File: src/rtl/pls_pkg.sv
// Shared types, widths and codes of the positional list store.
package pls_pkg;

  localparam int DEPTH = 16;

  localparam int OP_W   = 3;
  localparam int VAL_W  = 32;
  localparam int POS_W  = 7;
  localparam int STAT_W = 2;
  localparam int TOT_W  = 7;

  localparam int IDX_W = (DEPTH > 1) ? $clog2(DEPTH) : 1;
  localparam int CNT_W = $clog2(DEPTH + 1);

  localparam int S_TDATA_W = ((OP_W + VAL_W + POS_W + 7) / 8) * 8;
  localparam int M_TDATA_W = ((VAL_W + STAT_W + TOT_W + 7) / 8) * 8;

  typedef enum logic [OP_W-1:0] {
    OP_INS_FRONT = 3'd0,
    OP_INS_BACK  = 3'd1,
    OP_DEL_FRONT = 3'd2,
    OP_DEL_BACK  = 3'd3,
    OP_INS_AT    = 3'd4,
    OP_DEL_AT    = 3'd5,
    OP_DUMP      = 3'd6
  } op_e;

  typedef enum logic [STAT_W-1:0] {
    STAT_OK     = 2'd0,
    STAT_EMPTY  = 2'd1,
    STAT_FULL   = 2'd2,
    STAT_BADPOS = 2'd3
  } stat_e;

  typedef enum logic [1:0] {
    S_IDLE = 2'd0,
    S_EXEC = 2'd1,
    S_DUMP = 2'd2
  } state_e;

  typedef struct packed {
    logic load_in;
    logic exec;
    logic dump_emit;
  } cmd_t;

  typedef struct packed {
    logic out_free;
    logic dump_nonempty;
    logic dump_last;
  } sts_t;

endpackage

File: src/rtl/pls_ctrl.sv
// Controller state machine: sequences capture, edit and dump of one item.
module pls_ctrl (
  input  logic             clk_i,
  input  logic             rst_ni,
  input  logic             s_tvalid_i,
  output logic             s_tready_o,
  input  pls_pkg::sts_t    sts_i,
  output pls_pkg::cmd_t    cmd_o
);

  pls_pkg::state_e state_q, state_d;

  always_ff @(posedge clk_i or negedge rst_ni) begin
    if (!rst_ni) begin
      state_q <= pls_pkg::S_IDLE;
    end else begin
      state_q <= state_d;
    end
  end

  always_comb begin
    state_d = state_q;
    unique case (state_q)
      pls_pkg::S_IDLE: begin
        if (s_tvalid_i) state_d = pls_pkg::S_EXEC;
      end
      pls_pkg::S_EXEC: begin
        if (sts_i.out_free) begin
          state_d = sts_i.dump_nonempty ? pls_pkg::S_DUMP : pls_pkg::S_IDLE;
        end
      end
      pls_pkg::S_DUMP: begin
        if (sts_i.out_free && sts_i.dump_last) state_d = pls_pkg::S_IDLE;
      end
      default: state_d = pls_pkg::S_IDLE;
    endcase
  end

  always_comb begin
    s_tready_o        = 1'b0;
    cmd_o             = '0;
    unique case (state_q)
      pls_pkg::S_IDLE: begin
        s_tready_o    = 1'b1;
        cmd_o.load_in = s_tvalid_i;
      end
      pls_pkg::S_EXEC: begin
        cmd_o.exec    = sts_i.out_free && !sts_i.dump_nonempty;
      end
      pls_pkg::S_DUMP: begin
        cmd_o.dump_emit = sts_i.out_free;
      end
      default: ;
    endcase
  end

endmodule

File: src/rtl/pls_dp.sv
// Datapath: item registers, shifting cell chain, count and output register.
module pls_dp (
  input  logic                          clk_i,
  input  logic                          rst_ni,
  input  pls_pkg::cmd_t                 cmd_i,
  output pls_pkg::sts_t                 sts_o,
  input  logic [pls_pkg::S_TDATA_W-1:0] in_tdata_i,
  input  logic                          m_tready_i,
  output logic                          m_tvalid_o,
  output logic [pls_pkg::M_TDATA_W-1:0] m_tdata_o,
  output logic                          m_tuser_o,
  output logic                          m_tlast_o
);

  localparam int OP_LSB  = 0;
  localparam int VAL_LSB = OP_LSB + pls_pkg::OP_W;
  localparam int POS_LSB = VAL_LSB + pls_pkg::VAL_W;

  pls_pkg::op_e                 op_q;
  logic [pls_pkg::VAL_W-1:0]    value_q;
  logic [pls_pkg::POS_W-1:0]    pos_q;

  logic [pls_pkg::CNT_W-1:0]    count_q, count_d;
  logic [pls_pkg::IDX_W-1:0]    dump_idx_q;
  logic [pls_pkg::VAL_W-1:0]    cell_q [pls_pkg::DEPTH];

  logic                         out_valid_q;
  logic [pls_pkg::VAL_W-1:0]    out_elem_q;
  pls_pkg::stat_e               out_stat_q;
  logic [pls_pkg::TOT_W-1:0]    out_tot_q;
  logic                         out_user_q;
  logic                         out_last_q;

  pls_pkg::stat_e               status;
  logic                         do_ins, do_del;
  logic [pls_pkg::IDX_W-1:0]    idx;
  logic                         full, empty;
  logic [pls_pkg::CNT_W-1:0]    count_m1;
  logic [pls_pkg::POS_W-1:0]    cnt_ext, pos_m1;
  logic [pls_pkg::CNT_W-1:0]    dump_next;

  // Item capture; payload only.
  always_ff @(posedge clk_i) begin
    if (cmd_i.load_in) begin
      op_q    <= pls_pkg::op_e'(in_tdata_i[OP_LSB +: pls_pkg::OP_W]);
      value_q <= in_tdata_i[VAL_LSB +: pls_pkg::VAL_W];
      pos_q   <= in_tdata_i[POS_LSB +: pls_pkg::POS_W];
    end
  end

  assign full     = (count_q == pls_pkg::CNT_W'(pls_pkg::DEPTH));
  assign empty    = (count_q == '0);
  assign count_m1 = count_q - pls_pkg::CNT_W'(1);
  assign cnt_ext  = pls_pkg::POS_W'(count_q);
  assign pos_m1   = pos_q - pls_pkg::POS_W'(1);

  // Decode the edit; full/empty take priority over the position check.
  always_comb begin
    status = pls_pkg::STAT_OK;
    do_ins = 1'b0;
    do_del = 1'b0;
    idx    = '0;
    unique case (op_q)
      pls_pkg::OP_INS_FRONT: begin
        if (full) status = pls_pkg::STAT_FULL;
        else do_ins = 1'b1;
      end
      pls_pkg::OP_INS_BACK: begin
        idx = count_q[pls_pkg::IDX_W-1:0];
        if (full) status = pls_pkg::STAT_FULL;
        else do_ins = 1'b1;
      end
      pls_pkg::OP_DEL_FRONT: begin
        if (empty) status = pls_pkg::STAT_EMPTY;
        else do_del = 1'b1;
      end
      pls_pkg::OP_DEL_BACK: begin
        idx = count_m1[pls_pkg::IDX_W-1:0];
        if (empty) status = pls_pkg::STAT_EMPTY;
        else do_del = 1'b1;
      end
      pls_pkg::OP_INS_AT: begin
        idx = pos_m1[pls_pkg::IDX_W-1:0];
        if (full) status = pls_pkg::STAT_FULL;
        else if (pos_q == '0 || pos_q > cnt_ext + pls_pkg::POS_W'(1))
          status = pls_pkg::STAT_BADPOS;
        else do_ins = 1'b1;
      end
      pls_pkg::OP_DEL_AT: begin
        idx = pos_m1[pls_pkg::IDX_W-1:0];
        if (empty) status = pls_pkg::STAT_EMPTY;
        else if (pos_q == '0 || pos_q > cnt_ext)
          status = pls_pkg::STAT_BADPOS;
        else do_del = 1'b1;
      end
      default: ;
    endcase
  end

  always_comb begin
    count_d = count_q;
    if (do_ins) count_d = count_q + pls_pkg::CNT_W'(1);
    else if (do_del) count_d = count_m1;
  end

  // Cell chain: cells above idx shift up on insert, from idx down on delete.
  for (genvar g = 0; g < pls_pkg::DEPTH; g++) begin : g_cell
    logic [pls_pkg::VAL_W-1:0] from_lo, from_hi;
    if (g == 0) begin : g_lo_first
      assign from_lo = value_q;
    end else begin : g_lo_rest
      assign from_lo = cell_q[g-1];
    end
    if (g == pls_pkg::DEPTH - 1) begin : g_hi_last
      assign from_hi = cell_q[g];
    end else begin : g_hi_rest
      assign from_hi = cell_q[g+1];
    end
    always_ff @(posedge clk_i) begin
      if (cmd_i.exec) begin
        if (do_ins && pls_pkg::IDX_W'(g) == idx) cell_q[g] <= value_q;
        else if (do_ins && pls_pkg::IDX_W'(g) > idx) cell_q[g] <= from_lo;
        else if (do_del && pls_pkg::IDX_W'(g) >= idx) cell_q[g] <= from_hi;
      end
    end
  end

  always_ff @(posedge clk_i or negedge rst_ni) begin
    if (!rst_ni) begin
      count_q    <= '0;
      dump_idx_q <= '0;
    end else begin
      if (cmd_i.exec) count_q <= count_d;
      if (cmd_i.load_in) dump_idx_q <= '0;
      else if (cmd_i.dump_emit) dump_idx_q <= dump_idx_q + pls_pkg::IDX_W'(1);
    end
  end

  assign dump_next = pls_pkg::CNT_W'(dump_idx_q) + pls_pkg::CNT_W'(1);

  // Output register.
  always_ff @(posedge clk_i or negedge rst_ni) begin
    if (!rst_ni) begin
      out_valid_q <= 1'b0;
    end else if (cmd_i.exec || cmd_i.dump_emit) begin
      out_valid_q <= 1'b1;
    end else if (m_tready_i) begin
      out_valid_q <= 1'b0;
    end
  end

  always_ff @(posedge clk_i) begin
    if (cmd_i.exec) begin
      out_elem_q <= '0;
      out_user_q <= 1'b0;
      out_stat_q <= status;
      out_tot_q  <= pls_pkg::TOT_W'(count_d);
      out_last_q <= 1'b1;
    end else if (cmd_i.dump_emit) begin
      out_elem_q <= cell_q[dump_idx_q];
      out_user_q <= 1'b1;
      out_stat_q <= pls_pkg::STAT_OK;
      out_tot_q  <= pls_pkg::TOT_W'(count_q);
      out_last_q <= (dump_next == count_q);
    end
  end

  assign sts_o.out_free      = !out_valid_q || m_tready_i;
  assign sts_o.dump_nonempty = (op_q == pls_pkg::OP_DUMP) && !empty;
  assign sts_o.dump_last     = (dump_next == count_q);

  assign m_tvalid_o = out_valid_q;
  assign m_tdata_o  = pls_pkg::M_TDATA_W'({out_tot_q, out_stat_q, out_elem_q});
  assign m_tuser_o  = out_user_q;
  assign m_tlast_o  = out_last_q;

endmodule

File: src/rtl/positional_list_store.sv
// Top level of the positional list store: controller plus datapath.
//
// Holds an ordered list of up to 16 signed 32-bit values in a chain of
// registers that shifts by one place on insert and delete. Each input beat
// carries one operation: insert front/back, delete front/back, insert or
// delete at a 1-based position, or dump. Every edit returns exactly one
// output beat (tuser low, tlast high) with its status and the count after
// the edit; insert when full, delete when empty and a bad position are
// flagged and leave the list untouched. Dump returns one beat per stored
// element in order (tuser high), tlast on the last; a dump of an empty list
// returns one beat with tuser low. The controller captures a beat in its
// idle state and applies the edit in its execute state; a dump then reads
// the chain one cell per cycle through the output register while the
// output is not stalled. The output register holds a result while the
// next input beat is taken; backpressure stalls the edit or dump step,
// never drops it. No clearing pass follows reset: cells above the count
// are never read.
module positional_list_store (
  input  logic                          clk_i,
  input  logic                          rst_ni,
  // operation [2:0], value [34:3], position [41:35], zero fill above
  input  logic [pls_pkg::S_TDATA_W-1:0] s_axis_tdata,
  input  logic                          s_axis_tvalid,
  output logic                          s_axis_tready,
  // element [31:0], status [33:32], entry_total [40:34], zero fill above
  output logic [pls_pkg::M_TDATA_W-1:0] m_axis_tdata,
  // element_valid [0]
  output logic                          m_axis_tuser,
  output logic                          m_axis_tlast,
  output logic                          m_axis_tvalid,
  input  logic                          m_axis_tready
);

  pls_pkg::cmd_t cmd;
  pls_pkg::sts_t sts;

  // Sequence each beat: capture, apply or stream.
  pls_ctrl u_ctrl (
    .clk_i      (clk_i),
    .rst_ni     (rst_ni),
    .s_tvalid_i (s_axis_tvalid),
    .s_tready_o (s_axis_tready),
    .sts_i      (sts),
    .cmd_o      (cmd)
  );

  // Hold the list, the count and the pending output beat.
  pls_dp u_dp (
    .clk_i      (clk_i),
    .rst_ni     (rst_ni),
    .cmd_i      (cmd),
    .sts_o      (sts),
    .in_tdata_i (s_axis_tdata),
    .m_tready_i (m_axis_tready),
    .m_tvalid_o (m_axis_tvalid),
    .m_tdata_o  (m_axis_tdata),
    .m_tuser_o  (m_axis_tuser),
    .m_tlast_o  (m_axis_tlast)
  );

endmodule

File: config.mk
export PLATFORM = sky130hd
export DESIGN_NAME = positional_list_store
export DESIGN_NICKNAME = d
export VERILOG_FILES = /design/src/rtl/pls_pkg.sv /design/src/rtl/pls_ctrl.sv /design/src/rtl/pls_dp.sv /design/src/rtl/positional_list_store.sv
export SDC_FILE = /design/constraint.sdc
export NUM_CORES = 1
export LEC_CHECK = 0
export CORE_MARGIN = 8
export CORE_UTILIZATION = 42
export CTS_BUF_LIST = sky130_fd_sc_hd__clkbuf_4 sky130_fd_sc_hd__clkbuf_8
export CTS_CLUSTER_DIAMETER = 150
export CTS_CLUSTER_SIZE = 14
export DETAILED_ROUTE_END_ITERATION = 12
export DONT_BUFFER_PORTS = 1
export GPL_TIMING_DRIVEN = 0
export SLEW_MARGIN = 10
export SYNTH_ARGS = -nofsm -noshare
export SYNTH_HDL_FRONTEND = slang
export SYNTH_SLANG_ARGS = --single-unit
File: constraint.sdc
create_clock -name clk_i -period 6.1 [get_ports clk_i]
set_input_delay 0.61 -clock clk_i [delete_from_list [all_inputs] [get_ports clk_i]]
set_output_delay 0.61 -clock clk_i [all_outputs]
set_load 0.02 [all_outputs]
==> flow_summary_export.csv <==
group,metric,value,unit
setup_path,max_stage_delay,0.89,ns
logic_synthesis,synth-async-reset-ratio,0.01977,
clocking,clk_pin_slew_worst_paths,0.09,ns
flow_run,maxCapViolations,0,
place,place.gp.congestion,0.9519,
setup_path,slowest_stage,"inv_2",
clocking,clock_tree.root_cell,"clkbuf_8",
place,dpl.hpwl,98230,µm
sta,slew_violations,0,
detailed_routing,drtPass1Iterations,6,
setup_path,path_buf_inv,4,
sta,rsz0062_at_grt,"no",
global_routing,grt_pass1_vias,27340,
logic_synthesis,synth.distinct_cells,69,
logic_synthesis,synth_edf_count,561,
global_routing,grt_max_degree,47,
logic_synthesis,post-synth-top-area-cell,"edfxtp_1",
sta,hold_viol,0,
setup_path,crit_required,6.52,ns
sta,min_period,5.609,ns
clocking,cts_tree,"built",
setup_path,worst_setup_path_end_kind,"register",
layout,fillCellCount,7676,
detailed_routing,drtIter0Drc,3185,
logic_synthesis,netlist_area,0.03357,mm²
logic_synthesis,synth_area_leaders,"edfxtp_1 (50%), nand2_1 (10%), a31oi_1 (8.3%)",
logic_synthesis,ys_warn_count,0,
global_routing,grt_util_all_layers,0.2714,
clocking,clock-sinks,607,
detailed_routing,antenna_left,0,
setup_path,cp-start-kind,"register",
detailed_routing,route.vias.total,28627,
floorplan,die_area,0.08923,mm²
detailed_routing,routed_wl,126200,µm
global_routing,grt_antenna_before_repair,2,
logic_synthesis,avgSynthCellArea,9.782,µm²
layout,design_area,0.03664,mm²
global_routing,grt_pass1_wl,183900,µm
logic_synthesis,synth_seq_area_share,0.5310,
clocking,h-tree-depth,2,
detailed_routing,viasPerCell,6.188,
sta,max_freq,178.3,MHz
floorplan,rows,103,
detailed_routing,wl_per_cell,27.28,µm
power_and_ir_drop,cellPowerDensity,384.0,mW/mm²
clocking,clk_path_buf_depth,3,
sta,tightest_slew,1.282,ns
logic_synthesis,ys.flop_type,"edfxtp_1",
setup_path,critical_path_class,"register to register",
layout,layout-drive-gt1-share,0.09849,
layout,stdcell_count,4626,
place,dp.cells,4503,
power_and_ir_drop,ir_worst_vdd,0.2066,mV
logic_synthesis,synth-seq-cells,607,
floorplan,coreArea,0.07913,mm²
setup_path,critPathArrivalTime,6.02,ns
worst_hold_path,min_path_type,"input port to register",
logic_synthesis,synth_top_cell_area_share,0.5018,
setup_path,worstPathMaxFanout,41,
layout,fin_nets,3615,
setup_path,crit_family,"simple AND/OR/NAND/NOR gates",
floorplan,io_pins,104,
sta,fin_skew,0.06745,ns
layout,area_growth_syn_to_layout,9.142,%
logic_synthesis,synth_cells,3432,
floorplan,fp.dieW,298.7,µm
run_status,status,"complete, no violations",
power_and_ir_drop,cellLeakagePower,0.01268,µW
place,numPortBuffers,0,
clocking,cts_resized,0,
sta,setup_viol,0,
sta,min_period_over_period,0.9195,
detailed_routing,route.detailed.drc,0,
floorplan,initial_core_util,0.4243,
place,place_area,0.03530,mm²
floorplan,die_h,298.7,µm
sta,slew_headroom,0.1455,
clocking,cts_buffers,49,
clocking,clock_latency,0.74,ns
setup_path,crit_chain,"buf_2 > inv_1 > nor3_1 > xnor2_1 > ha_1 > a21o_1 > a211o_1 > o221ai_1 > nand3_1 > inv_2 > nor2_2 > nor4_4 > buf_6",
global_routing,gr-total-overflow,0,
==> worst reg2reg max path: stages, from the launching register on <==
cell	delay [ns]
dfrtp_1	0.42
buf_2	0.27
inv_1	0.10
nor3_1	0.39
xnor2_1	0.16
ha_1	0.21
a21o_1	0.17
a211o_1	0.29
o221ai_1	0.50
nand3_1	0.48
inv_2	0.90
nor2_2	0.40
nor4_4	0.78
buf_6	0.27
==> flip-flops by register name (all words and copies together), names as in the netlist <==
| register | flops |
|---|---|
| u_dp.dump_idx_q | 4 |
| u_dp.m_tvalid_o | 1 |
| u_dp.count_q | 5 |
| u_dp.m_tuser_o | 1 |
| u_dp.out_stat_q | 2 |
| u_dp.m_tlast_o | 1 |
| u_dp.out_elem_q | 32 |
| u_ctrl.state_q | 2 |
| u_dp.cell_q | 512 |
| u_dp.pos_q | 7 |
| u_dp.g_cell.from_lo | 32 |
| u_dp.op_q | 3 |
| u_dp.out_tot_q | 5 |
==> Yosys cell counts (all sizes together), types with 3 or more instances <==
master  instances
dfxtp          34
or2             4
and2            5
dfrtp          12
nor3            8
inv            11
nand3          17
nand2b          7
edfxtp        561
mux2i         129
buf           113
a21o           35
nor2          494
nor2b           6
ha             16
clkbuf        192
nand2         928
o22ai           4
xnor2          14
nor4            4
a31oi         444
a221oi         39
a22o           33
mux4           64
a211oi          3
a41oi          26
nand3b          3
mux2           64
a21oi          91
o21ai          40
==> cell type report <==
cell class,count,area [µm²],area share
sequential,607,17830,0.4865
antenna,2,5.005,0.0001366
inverter,11,41.29,0.001127
multi-input combinational,2517,14510,0.3961
tap,1050,1314,0.03586
clock buffer,76,883.3,0.02411
clock inverter,2,20.02,0.0005464
buffer,305,1324,0.03613
timing repair buffer,56,713.2,0.01946
==> worst paths after layout <==
kind                                                from                             end  slack, ns  cells after the start
max                          u_dp.count_q[2]$_DFFE_PN0P_    u_dp.cell_q[0][25]$_DFFE_PP_       0.49                     13
min                                        s_axis_tvalid   u_ctrl.state_q[0]$_DFFE_PN0P_       0.08                      2
max reg2reg                  u_dp.count_q[2]$_DFFE_PN0P_    u_dp.cell_q[0][25]$_DFFE_PP_       0.49                     13
min reg2reg                u_ctrl.state_q[1]$_DFFE_PN0P_   u_ctrl.state_q[0]$_DFFE_PN0P_       0.48                      1
max in group asynchronous                         rst_ni     u_dp.m_tvalid_o$_DFFE_PN0P_       5.26                      1
min in group asynchronous                         rst_ni  u_dp.dump_idx_q[0]$_DFFE_PN0P_       0.38                      1
==> per-layer routing <==
metal	vias to the layer above	wire length [µm]	track usage
met1	14315	52240	0.3716
met3	221	11100	0.05147
met4	2	6135	0.1133
li1	12686	-	-
met2	1403	56690	0.4220
met5	-	13	0
==> placed cells by master (no fill, tap or decap), drive strengths merged, types with 3 or more instances in the layout <==
master / Yosys / final
nand2: 928 / 928
edfxtp: 561 / 561
nor2: 494 / 494
a31oi: 444 / 444
clkbuf: 192 / 270
mux2i: 129 / 129
buf: 113 / 124
a21oi: 91 / 91
mux2: 64 / 64
mux4: 64 / 64
dlygate4sd3: 0 / 43
o21ai: 40 / 40
a221oi: 39 / 39
a21o: 35 / 35
dfxtp: 34 / 34
a22o: 33 / 33
a41oi: 26 / 26
nand3: 17 / 17
ha: 16 / 16
xnor2: 14 / 14
inv: 11 / 13
dfrtp: 12 / 12
conb: 1 / 9
nor3: 8 / 8
nand2b: 7 / 7
nor2b: 6 / 6
and2: 5 / 5
or2: 4 / 4
o22ai: 4 / 4
nor4: 4 / 4
nand3b: 3 / 3
a211oi: 3 / 3
==> kinds of logic after synthesis <==
| group | count (synthesis) | share of synthesized area |
|---|---|---|
| XOR/XNOR | 15 | 0.003914 |
| multiplexers | 257 | 0.1029 |
| adder cells (fa/ha/maj) | 16 | 0.005963 |
| AO/OA/AOI/OAI | 731 | 0.1420 |
| AND/OR/NAND/NOR | 1489 | 0.1737 |
| flip-flops | 607 | 0.5310 |
| other | 1 | 0.0001117 |
| buffers and inverters | 316 | 0.04040 |
==> power by group <==
part           internal, µW  switching [µW]
Clock                   921            1520
Sequential             5810             817
Combinational          1780            3220
Total                  8510            5560
==> per-stage QoR <==
step           total power [µW]  setup TNS, ns  hold WS (ns)    util  setup slack [ns]
2_1_floorplan              9662              0        0.3144       -            0.7387
3_3_place_gp              11420        -281.15        0.3156  0.4413            -2.406
3_5_place_dp              11600              0        0.3156  0.4461            0.5336
4_1_cts                   13990              0       0.04759  0.4630            0.4844
5_1_grt                   14650              0        0.1209  0.4630            0.2219
6_report                  14070              0       0.08335  0.4630            0.4910
==> timing repair <==
| item | 4_1_cts | 5_1_grt |
|---|---|---|
| hold buffers | 43 | 0 |
| endpoints found under the setup margin | 0 | 0 |
| buffers inserted | 0 | 0 |
| hold endpoints to repair | 54 | 0 |
Power figures use the tool's default switching activity.
